===== src/sv/assert_macros.svh =====
`ifndef ASSERT_MACROS_SVH
`define ASSERT_MACROS_SVH

// a holds at an edge -> b holds at the same edge
`define KMP_ASSERT_IMP(lbl, clk, rst_n, a, b) \
    lbl: assert property (@(posedge clk) disable iff (!rst_n) (a) |-> (b)) \
        else $error("kmp check failed");

// a holds at an edge -> b holds at the next edge
`define KMP_ASSERT_NXT(lbl, clk, rst_n, a, b) \
    lbl: assert property (@(posedge clk) disable iff (!rst_n) (a) |=> (b)) \
        else $error("kmp check failed");

`endif


===== src/sv/kmp_pkg.sv =====
`default_nettype none
package kmp_pkg;

    localparam int OP_W         = 2;
    localparam int BYTE_W       = 8;
    localparam int WIN_W        = 20;
    localparam int MATCH_W      = 20;
    localparam int APB_DW       = 32;
    localparam int APB_AW       = 3;
    localparam int Q_DEPTH      = 2;
    localparam int PAT_MAX_DEF  = 64;
    localparam int POS_BITS_DEF = 20;

    localparam logic [WIN_W-1:0] WIN_LO_RST = '0;
    localparam logic [WIN_W-1:0] WIN_HI_RST = 20'hFFFFF;

    typedef enum logic [OP_W-1:0] {
        OP_CLEAR   = 2'd0,
        OP_PATTERN = 2'd1,
        OP_TEXT    = 2'd2,
        OP_RESTART = 2'd3
    } t_op;

    typedef enum logic {
        REG_WIN_LO = 1'b0,
        REG_WIN_HI = 1'b1
    } t_reg_idx;

    typedef enum logic [1:0] {
        E_IDLE,
        E_LOAD,
        E_WALK,
        E_FIN
    } t_eng_state;

    typedef struct packed {
        t_op               op;
        logic [BYTE_W-1:0] byte_value;
    } t_cmd;

    typedef struct packed {
        logic [WIN_W-1:0] win_lo;
        logic [WIN_W-1:0] win_hi;
    } t_window;

endpackage
`default_nettype wire


===== src/sv/kmp_stream_matcher.sv =====
// Channel    Direction  Handshake              Beat
// command    in         push / full            i_opcode, i_byte_value
// match      out        pop / empty            o_match_start
// config     in / out   APB (psel, penable)    window start at 0x0, window end at 0x4
//
// Clear, restart, first and overflow pattern beats end in idle, as do text beats
// outside the window or with an empty pattern. Other pattern bytes pass load then walk,
// in-window text walks, repeated per failure step; a match adds fin (one read port).
// Reset is synchronous; it empties both queues, clears length, count and position and
// restores the window defaults; the pattern and failure stores hold no reset value.
// A text beat waits in the command queue while the match queue is full.
`default_nettype none
`include "assert_macros.svh"
module kmp_stream_matcher
    import kmp_pkg::*;
#(
    parameter int PATTERN_MAX   = PAT_MAX_DEF,
    parameter int POSITION_BITS = POS_BITS_DEF
) (
    input  wire logic               i_clk,
    input  wire logic               i_rst_n,
    input  wire logic               push,
    output logic                    full,
    input  wire logic [OP_W-1:0]    i_opcode,
    input  wire logic [BYTE_W-1:0]  i_byte_value,
    output logic                    empty,
    input  wire logic               pop,
    output logic      [MATCH_W-1:0] o_match_start,
    input  wire logic               psel,
    input  wire logic               penable,
    input  wire logic               pwrite,
    input  wire logic [APB_AW-1:0]  paddr,
    input  wire logic [APB_DW-1:0]  pwdata,
    output logic      [APB_DW-1:0]  prdata,
    output logic                    pready
);

    t_window              r_win, n_win;
    t_reg_idx             reg_idx;
    logic                 cfg_wr;
    t_cmd                 cmd;
    logic                 cmd_valid, cmd_pop;
    logic                 res_push, res_full;
    logic [MATCH_W-1:0]   res_data;

    assign pready  = 1'b1;
    assign reg_idx = t_reg_idx'(paddr[2]);
    assign cfg_wr  = psel && penable && pwrite && pready;

    always_comb begin
        n_win = r_win;
        if (cfg_wr) begin
            case (reg_idx)
                REG_WIN_LO: n_win.win_lo = pwdata[WIN_W-1:0];
                REG_WIN_HI: n_win.win_hi = pwdata[WIN_W-1:0];
                default: ;
            endcase
        end
    end

    always_comb begin
        case (reg_idx)
            REG_WIN_LO: prdata = APB_DW'(r_win.win_lo);
            REG_WIN_HI: prdata = APB_DW'(r_win.win_hi);
            default:    prdata = '0;
        endcase
    end

    always_ff @(posedge i_clk) begin
        if (!i_rst_n) begin
            r_win.win_lo <= WIN_LO_RST;
            r_win.win_hi <= WIN_HI_RST;
        end else begin
            r_win <= n_win;
        end
    end

    kmp_front u_front (
        .i_clk        (i_clk),
        .i_rst_n      (i_rst_n),
        .push         (push),
        .full         (full),
        .i_opcode     (i_opcode),
        .i_byte_value (i_byte_value),
        .o_cmd        (cmd),
        .o_cmd_valid  (cmd_valid),
        .i_cmd_pop    (cmd_pop)
    );

    kmp_engine #(
        .PATTERN_MAX   (PATTERN_MAX),
        .POSITION_BITS (POSITION_BITS)
    ) u_engine (
        .i_clk       (i_clk),
        .i_rst_n     (i_rst_n),
        .i_cmd       (cmd),
        .i_cmd_valid (cmd_valid),
        .o_cmd_pop   (cmd_pop),
        .i_win       (r_win),
        .i_res_full  (res_full),
        .o_res_push  (res_push),
        .o_res_data  (res_data)
    );

    kmp_fifo #(
        .WIDTH (MATCH_W),
        .DEPTH (Q_DEPTH)
    ) u_resq (
        .i_clk   (i_clk),
        .i_rst_n (i_rst_n),
        .i_wr    (res_push),
        .i_wdata (res_data),
        .o_full  (res_full),
        .i_rd    (pop),
        .o_rdata (o_match_start),
        .o_empty (empty)
    );

    `KMP_ASSERT_IMP(a_push_room, i_clk, i_rst_n, res_push, !res_full)
    `KMP_ASSERT_IMP(a_pop_valid, i_clk, i_rst_n, cmd_pop, cmd_valid)
    `KMP_ASSERT_NXT(a_no_phantom, i_clk, i_rst_n, empty && !res_push, empty)

endmodule
`default_nettype wire


===== src/sv/kmp_ram.sv =====
`default_nettype none
module kmp_ram
    import kmp_pkg::*;
#(
    parameter int WIDTH = BYTE_W,
    parameter int DEPTH = PAT_MAX_DEF
) (
    input  wire logic                     i_clk,
    input  wire logic                     i_we,
    input  wire logic [$clog2(DEPTH)-1:0] i_waddr,
    input  wire logic [WIDTH-1:0]         i_wdata,
    input  wire logic [$clog2(DEPTH)-1:0] i_raddr,
    output logic      [WIDTH-1:0]         o_rdata
);

    logic [WIDTH-1:0] r_mem [DEPTH];

    always_ff @(posedge i_clk) begin
        if (i_we) begin
            r_mem[i_waddr] <= i_wdata;
        end
        o_rdata <= r_mem[i_raddr];
    end

endmodule
`default_nettype wire


===== src/sv/kmp_fifo.sv =====
`default_nettype none
module kmp_fifo
    import kmp_pkg::*;
#(
    parameter int WIDTH = MATCH_W,
    parameter int DEPTH = Q_DEPTH
) (
    input  wire logic             i_clk,
    input  wire logic             i_rst_n,
    input  wire logic             i_wr,
    input  wire logic [WIDTH-1:0] i_wdata,
    output logic                  o_full,
    input  wire logic             i_rd,
    output logic      [WIDTH-1:0] o_rdata,
    output logic                  o_empty
);

    localparam int PW = (DEPTH > 1) ? $clog2(DEPTH) : 1;
    localparam int CW = $clog2(DEPTH + 1);

    logic [WIDTH-1:0] r_data [DEPTH];
    logic [PW-1:0]    r_wp, n_wp;
    logic [PW-1:0]    r_rp, n_rp;
    logic [CW-1:0]    r_count, n_count;
    logic             do_wr, do_rd;

    assign o_full  = (r_count == CW'(DEPTH));
    assign o_empty = (r_count == '0);
    assign do_wr   = i_wr && !o_full;
    assign do_rd   = i_rd && !o_empty;
    assign o_rdata = r_data[r_rp];

    always_comb begin
        n_wp    = r_wp;
        n_rp    = r_rp;
        n_count = r_count;
        if (do_wr) begin
            n_wp = (r_wp == PW'(DEPTH - 1)) ? '0 : r_wp + 1'b1;
        end
        if (do_rd) begin
            n_rp = (r_rp == PW'(DEPTH - 1)) ? '0 : r_rp + 1'b1;
        end
        if (do_wr && !do_rd) begin
            n_count = r_count + 1'b1;
        end else if (do_rd && !do_wr) begin
            n_count = r_count - 1'b1;
        end
    end

    always_ff @(posedge i_clk) begin
        if (!i_rst_n) begin
            r_wp    <= '0;
            r_rp    <= '0;
            r_count <= '0;
        end else begin
            r_wp    <= n_wp;
            r_rp    <= n_rp;
            r_count <= n_count;
        end
    end

    always_ff @(posedge i_clk) begin
        if (do_wr) begin
            r_data[r_wp] <= i_wdata;
        end
    end

endmodule
`default_nettype wire


===== src/sv/kmp_front.sv =====
`default_nettype none
module kmp_front
    import kmp_pkg::*;
(
    input  wire logic              i_clk,
    input  wire logic              i_rst_n,
    input  wire logic              push,
    output logic                   full,
    input  wire logic [OP_W-1:0]   i_opcode,
    input  wire logic [BYTE_W-1:0] i_byte_value,
    output t_cmd                   o_cmd,
    output logic                   o_cmd_valid,
    input  wire logic              i_cmd_pop
);

    t_cmd                     cmd_in;
    logic [$bits(t_cmd)-1:0]  q_rdata;
    logic                     q_empty;

    // opcode classification; byte only matters for pattern and text beats
    always_comb begin
        cmd_in.op         = t_op'(i_opcode);
        cmd_in.byte_value = i_byte_value;
        if (cmd_in.op == OP_CLEAR || cmd_in.op == OP_RESTART) begin
            cmd_in.byte_value = '0;
        end
    end

    kmp_fifo #(
        .WIDTH ($bits(t_cmd)),
        .DEPTH (Q_DEPTH)
    ) u_cmdq (
        .i_clk   (i_clk),
        .i_rst_n (i_rst_n),
        .i_wr    (push),
        .i_wdata (cmd_in),
        .o_full  (full),
        .i_rd    (i_cmd_pop),
        .o_rdata (q_rdata),
        .o_empty (q_empty)
    );

    assign o_cmd       = t_cmd'(q_rdata);
    assign o_cmd_valid = !q_empty;

endmodule
`default_nettype wire


===== src/sv/kmp_engine.sv =====
`default_nettype none
module kmp_engine
    import kmp_pkg::*;
#(
    parameter int PATTERN_MAX   = PAT_MAX_DEF,
    parameter int POSITION_BITS = POS_BITS_DEF
) (
    input  wire logic               i_clk,
    input  wire logic               i_rst_n,
    input  wire t_cmd               i_cmd,
    input  wire logic               i_cmd_valid,
    output logic                    o_cmd_pop,
    input  wire t_window            i_win,
    input  wire logic               i_res_full,
    output logic                    o_res_push,
    output logic      [MATCH_W-1:0] o_res_data
);

    localparam int IDX_W  = $clog2(PATTERN_MAX);
    localparam int CNT_W  = $clog2(PATTERN_MAX + 1);
    localparam int WIDE_W = (POSITION_BITS > WIN_W) ? POSITION_BITS : WIN_W;

    t_eng_state               r_state, n_state;
    logic [CNT_W-1:0]         r_len, n_len;
    logic [CNT_W-1:0]         r_mc, n_mc;
    logic [CNT_W-1:0]         r_k, n_k;
    logic [POSITION_BITS-1:0] r_pos, n_pos;
    logic [POSITION_BITS-1:0] r_cur_pos, n_cur_pos;
    logic [BYTE_W-1:0]        r_char, n_char;
    logic                     r_is_text, n_is_text;

    logic                     pat_we, fail_we;
    logic [IDX_W-1:0]         pat_waddr, fail_waddr, pat_raddr, fail_raddr;
    logic [BYTE_W-1:0]        pat_wdata, pat_q;
    logic [IDX_W-1:0]         fail_wdata, fail_q;
    logic                     rd_len;

    logic                     cmd_go, in_win, pat_full, hit, step_back, full_match;
    logic [CNT_W-1:0]         k_adv, fail_ext, len_m1, k_m1;
    logic [WIDE_W-1:0]        pos_w, lo_w, hi_w, start_w;
    logic [POSITION_BITS-1:0] start_pos;

    assign cmd_go     = (r_state == E_IDLE) && i_cmd_valid
                        && !(i_cmd.op == OP_TEXT && i_res_full);
    assign pos_w      = WIDE_W'(r_pos);
    assign lo_w       = WIDE_W'(i_win.win_lo);
    assign hi_w       = WIDE_W'(i_win.win_hi);
    assign in_win     = (pos_w >= lo_w) && (pos_w < hi_w);
    assign pat_full   = (r_len == CNT_W'(PATTERN_MAX));
    assign hit        = (pat_q == r_char);
    assign step_back  = (r_k != '0) && !hit;
    assign k_adv      = r_k + CNT_W'(hit);
    assign fail_ext   = CNT_W'(fail_q);
    assign full_match = (k_adv == r_len);
    assign len_m1     = r_len - 1'b1;
    assign k_m1       = n_k - 1'b1;

    // start = position of last byte minus (length - 1), reported on 20 bits
    assign start_pos  = r_cur_pos - POSITION_BITS'(len_m1);
    assign start_w    = WIDE_W'(start_pos);
    assign o_res_data = start_w[MATCH_W-1:0];

    assign pat_raddr  = n_k[IDX_W-1:0];
    assign fail_raddr = rd_len ? len_m1[IDX_W-1:0] : k_m1[IDX_W-1:0];

    always_comb begin
        n_state = r_state;
        case (r_state)
            E_IDLE: begin
                if (cmd_go) begin
                    if (i_cmd.op == OP_PATTERN && !pat_full && r_len != '0) begin
                        n_state = E_LOAD;
                    end else if (i_cmd.op == OP_TEXT && r_len != '0 && in_win) begin
                        n_state = E_WALK;
                    end
                end
            end
            E_LOAD: n_state = E_WALK;
            E_WALK: begin
                if (!step_back) begin
                    n_state = (r_is_text && full_match) ? E_FIN : E_IDLE;
                end
            end
            E_FIN:   n_state = E_IDLE;
            default: n_state = E_IDLE;
        endcase
    end

    always_comb begin
        n_len      = r_len;
        n_mc       = r_mc;
        n_k        = r_k;
        n_pos      = r_pos;
        n_cur_pos  = r_cur_pos;
        n_char     = r_char;
        n_is_text  = r_is_text;
        o_cmd_pop  = 1'b0;
        o_res_push = 1'b0;
        pat_we     = 1'b0;
        pat_waddr  = r_len[IDX_W-1:0];
        pat_wdata  = r_char;
        fail_we    = 1'b0;
        fail_waddr = r_len[IDX_W-1:0];
        fail_wdata = k_adv[IDX_W-1:0];
        rd_len     = 1'b0;
        case (r_state)
            E_IDLE: begin
                if (cmd_go) begin
                    o_cmd_pop = 1'b1;
                    n_char    = i_cmd.byte_value;
                    n_is_text = (i_cmd.op == OP_TEXT);
                    case (i_cmd.op)
                        OP_CLEAR: begin
                            n_len = '0;
                            n_mc  = '0;
                            n_pos = '0;
                        end
                        OP_RESTART: begin
                            n_mc  = '0;
                            n_pos = '0;
                        end
                        OP_PATTERN: begin
                            if (!pat_full) begin
                                pat_we    = 1'b1;
                                pat_wdata = i_cmd.byte_value;
                                if (r_len == '0) begin
                                    fail_we    = 1'b1;
                                    fail_wdata = '0;
                                    n_len      = CNT_W'(1);
                                end else begin
                                    rd_len = 1'b1;
                                end
                            end
                        end
                        OP_TEXT: begin
                            n_cur_pos = r_pos;
                            n_pos     = r_pos + 1'b1;
                            if (r_len != '0) begin
                                if (in_win) begin
                                    n_k = r_mc;
                                end else begin
                                    n_mc = '0;
                                end
                            end
                        end
                        default: ;
                    endcase
                end
            end
            E_LOAD: begin
                n_k = fail_ext;
            end
            E_WALK: begin
                if (step_back) begin
                    n_k = fail_ext;
                end else if (r_is_text) begin
                    if (full_match) begin
                        o_res_push = 1'b1;
                        rd_len     = 1'b1;
                    end else begin
                        n_mc = k_adv;
                    end
                end else begin
                    fail_we = 1'b1;
                    n_len   = r_len + 1'b1;
                end
            end
            E_FIN: begin
                n_mc = fail_ext;
            end
            default: ;
        endcase
    end

    always_ff @(posedge i_clk) begin
        if (!i_rst_n) begin
            r_state <= E_IDLE;
            r_len   <= '0;
            r_mc    <= '0;
            r_pos   <= '0;
        end else begin
            r_state <= n_state;
            r_len   <= n_len;
            r_mc    <= n_mc;
            r_pos   <= n_pos;
        end
    end

    always_ff @(posedge i_clk) begin
        r_k       <= n_k;
        r_cur_pos <= n_cur_pos;
        r_char    <= n_char;
        r_is_text <= n_is_text;
    end

    kmp_ram #(
        .WIDTH (BYTE_W),
        .DEPTH (PATTERN_MAX)
    ) u_pat_ram (
        .i_clk   (i_clk),
        .i_we    (pat_we),
        .i_waddr (pat_waddr),
        .i_wdata (pat_wdata),
        .i_raddr (pat_raddr),
        .o_rdata (pat_q)
    );

    kmp_ram #(
        .WIDTH (IDX_W),
        .DEPTH (PATTERN_MAX)
    ) u_fail_ram (
        .i_clk   (i_clk),
        .i_we    (fail_we),
        .i_waddr (fail_waddr),
        .i_wdata (fail_wdata),
        .i_raddr (fail_raddr),
        .o_rdata (fail_q)
    );

endmodule
`default_nettype wire

===== config.mk =====
export PLATFORM = sky130hd
export DESIGN_NAME = kmp_stream_matcher
export DESIGN_NICKNAME = d
export VERILOG_FILES = /design/src/sv/kmp_pkg.sv /design/src/sv/kmp_stream_matcher.sv /design/src/sv/kmp_ram.sv /design/src/sv/kmp_fifo.sv /design/src/sv/kmp_front.sv /design/src/sv/kmp_engine.sv
export VERILOG_INCLUDE_DIRS = /design/src /design/src/sv
export SDC_FILE = /design/constraint.sdc
export NUM_CORES = 2
export LEC_CHECK = 0
export ABC_AREA = 1
export BUFFER_PORTS_ARGS = -buffer_cell sky130_fd_sc_hd__clkbuf_2
export CAP_MARGIN = 10
export CORE_MARGIN = 2
export CORE_UTILIZATION = 45
export CTS_CLUSTER_SIZE = 8
export DETAILED_ROUTE_END_ITERATION = 10
export HOLD_SLACK_MARGIN = 0.05
export PLACE_DENSITY = 0.64
export SLEW_MARGIN = 10
export SYNTH_ARGS = -nofsm -noshare
export SYNTH_HDL_FRONTEND = slang
export SYNTH_SLANG_ARGS = --single-unit

===== constraint.sdc =====
create_clock -name i_clk -period 4 [get_ports i_clk]
set_input_delay 0.8 -clock i_clk [delete_from_list [all_inputs] [get_ports i_clk]]
set_output_delay 0.8 -clock i_clk [all_outputs]
set_load 0.005 [all_outputs]

==> reports/metrics.cfg <==
[critical_path]
cp-start-kind = flop
path_cells = ha_1, inv_1, nor2_1, o21bai_1, nand2_1, nand2_1, nand4_1, nand2_2, nor2_2, nand3_1, nand3_1, nand2_1, nand2_4, ha_1, o21ai_4, inv_4, buf_6, nand3_1, nand3_1, nand3_1, nand3_2, nand3_1, nand2_1
critPathSlowestCell = dfxtp_1
critPathKind = flop to flop
cp.arrival_ns = 4.57
end_kind = flop
worst-endpoint-required_ns = 4.62
crit_top_cell = nand3_1
worst-path-max-fanout = 27
critPathMaxStageDelay_ns = 0.51

[synth]
synth_top_area_cell = edfxtp_1
avgSynthCellArea_um2 = 10.54
synth-seq-cells = 1092
ys.warnings.count = 0
synth_area_leaders = edfxtp_1 (61%), nand2_1 (7.3%), nand3_1 (6.2%)
seq_area_frac_synth = 0.6572
synth_compound_area_frac = 0.06499
yosys.area_share.simple = 0.1782
synthXorXnorAreaFrac = 0.006168
ys.flop_type = edfxtp_1
synthDistinctLibCells = 51
syn_inst = 4580
synth_adder_area_share = 0.01467
synth_mux_area_frac = 0.006530
synth_top_area_frac = 0.6132
synthArstFlopShare = 0
synth_top_family_by_area = simple AND/OR/NAND/NOR gates
synth_edf_count = 986
syn_area_um2 = 48280

[floorplanning]
die_w_um = 331.6
ioPinCount = 107
rows = 120
die_area_um2 = 109900
die_y_um = 331.6
core_region_area_um2 = 106800
initial_core_util = 0.4523

[route]
via_per_inst = 5.346
via_count = 33670
wl_per_cell_um = 19.63
drc_errors = 0
first_iter_violations = 3376
dr.pass1.iters = 5
antenna_left = 0
wl_um = 123700

[finish]
nFillCells = 8997
num_antenna_cells = 0
final_net_count = 4928
area_growth_pct = 17.43
drive_above_1_share = 0.1301

[sta]
period_share = 0.9858
tightest_slew_ns = 1.126
skew_ns = 0.03180
hold_violations = 0
rsz0062_at_grt = true
whs_ns = 0.2855
finalSetupViolCount = 0
min_period_ns = 3.943
slew_viol_final = 0
fmax_mhz = 253.6
slew_headroom = 0.2434

[clocking]
cts_tree = built
postCtsHoldBufs = 0
h-tree-depth = 4
root_buffer = clkbuf_16
clock_path_buffers = 3
clk-insertion-delay-late_ns = 0.74
path_clk_slew_ns = 0.05
cts.sinks = 1092
cts_made_buffers = 154

[power]
total_power_mw = 51.16
ir_worst_vdd_uv = 784.9
power_density_nw_per_um2 = 902.3
leakage_nw = 22.28

[global_routing]
grt_pass1_vias = 31900
grt_max_degree = 65
gr-total-overflow = 0
antenna_found_initial = 2
grtUsageTotal = 0.2197
grt_pass1_wl_um = 186400

[placed_design]
dp_hpwl_um = 77100
place.gp.congestion = 0.9232
portBuffers = 79

[min_path]
hold_class = input port to flop

[status]
status = finished clean

[flow_run]
max_cap_violations = 0

## sequential cells by signal, indices dropped and copies added (netlist names), 8 cells and up, named ones only
name / count
u_engine.u_fail_ram.r_mem: 384
u_engine.r_char: 8
u_engine.u_pat_ram.r_mem: 512
u_resq.r_data: 40
r_win: 40
u_engine.r_cur_pos: 20
u_front.u_cmdq.r_data: 20
u_engine.pos_w: 20
u_engine.u_pat_ram.o_rdata: 8
## report_power, final
part / internal [mW] / total, mW / switching (mW)
sequential: 14.8 / 15.0 / 0.290
clock: 7.15 / 11.9 / 4.71
combinational: 8.04 / 24.2 / 16.2
## timing repair
action | CTS | global route
gates resized for setup | 26 | 56
setup endpoints to repair | 6 | 16
pin swaps | 10 | 18
setup buffers | 6 | 7
cloned | 7 | 4
## critical path, delay by kind of cell (launching register included)
| kind | cells | cell delay [ns] |
|---|---|---|
| flip-flops | 1 | 0.51 |
| AO/OA/AOI/OAI | 2 | 0.40 |
| buffers and inverters | 3 | 0.35 |
| adder cells (fa/ha/maj) | 2 | 0.69 |
| AND/OR/NAND/NOR | 16 | 1.86 |
## kinds of logic (layout without fill, tap and decap cells)
| family | after synthesis | in the layout |
|---|---|---|
| AO/OA/AOI/OAI | 527 | 527 |
| multiplexers | 28 | 28 |
| other | 2 | 13 |
| AND/OR/NAND/NOR | 1992 | 1993 |
| XOR/XNOR | 34 | 34 |
| buffers and inverters | 849 | 1152 |
| adder cells (fa/ha/maj) | 56 | 56 |
| flip-flops | 1092 | 1092 |
## per-stage QoR
stage	setup WS, ns	instance area, µm²	cells	utilization	TNS, ns
6_report	0.05681	56700	6298	0.5311	0
5_1_grt	-0.1580	56700	6298	0.5311	-0.8843
4_1_cts	0.008388	56280	6287	0.5272	0
3_5_place_dp	-0.1343	51560	6043	0.4830	-0.6189
3_3_place_gp	-0.002774	51560	6043	0.4830	-0.004039
2_1_floorplan	0.4155	48320	4591	-	0
## worst paths after layout
kind | startpoint | slack, ns | cells after the start | to
hold / removal | i_opcode[0] | 0.29 | 1 | u_front.u_cmdq.r_data[0][8]
setup reg to reg | u_engine.pos_w[1] | 0.06 | 23 | u_engine.u_fail_ram.o_rdata[4]
setup / recovery | u_engine.pos_w[1] | 0.06 | 23 | u_engine.u_fail_ram.o_rdata[4]
hold reg to reg | u_engine.r_mc[6] | 0.47 | 2 | u_engine.r_mc[6]
## cell usage in the layout (no fill, tap or decap), drive strengths merged, types with 55 or more instances in the layout
cell    count
nand3     601
a21oi      96
ha         55
o211ai    169
buf       232
nand2     947
nor2      343
inv       605
clkbuf    303
dfxtp     106
o21ai     241
edfxtp    986
## layer usage
metal	vias to the layer above	wire length, µm	part of all wire	track usage
li1	16050	-	-	-
met1	16110	52570	0.43	0.2951
met2	1276	58320	0.47	0.3556
met3	230	8837	0.071	0.04139
met4	0	3925	0.032	0.08190
met5	-	0	0	0
## cell usage after synthesis (all sizes together), types with 2 or more instances
| cell type | n |
|---|---|
| edfxtp | 986 |
| nand2 | 946 |
| nand3 | 601 |
| inv | 600 |
| nor2 | 343 |
| o21ai | 241 |
| o211ai | 169 |
| buf | 142 |
| dfxtp | 106 |
| clkbuf | 103 |
| a21oi | 96 |
| ha | 55 |
| nand3b | 43 |
| mux2 | 28 |
| nor3 | 27 |
| xor2 | 27 |
| nand4 | 12 |
| or2 | 12 |
| a211oi | 7 |
| xnor2 | 7 |
| nor4 | 6 |
| a221oi | 4 |
| clkinv | 4 |
| a21o | 3 |
| conb | 2 |
| o21a | 2 |
## final cells by class
type	count	area (µm²)	area share
flip-flops and latches	1092	31730	0.5597
multi-input cells	2651	13540	0.2388
clock buffers	220	4165	0.07347
repair buffers	317	3030	0.05345
clock inverters	11	193.9	0.003421
inverters	604	2278	0.04019
well taps	1403	1755	0.03096
(Power assumes the default switching activity.)
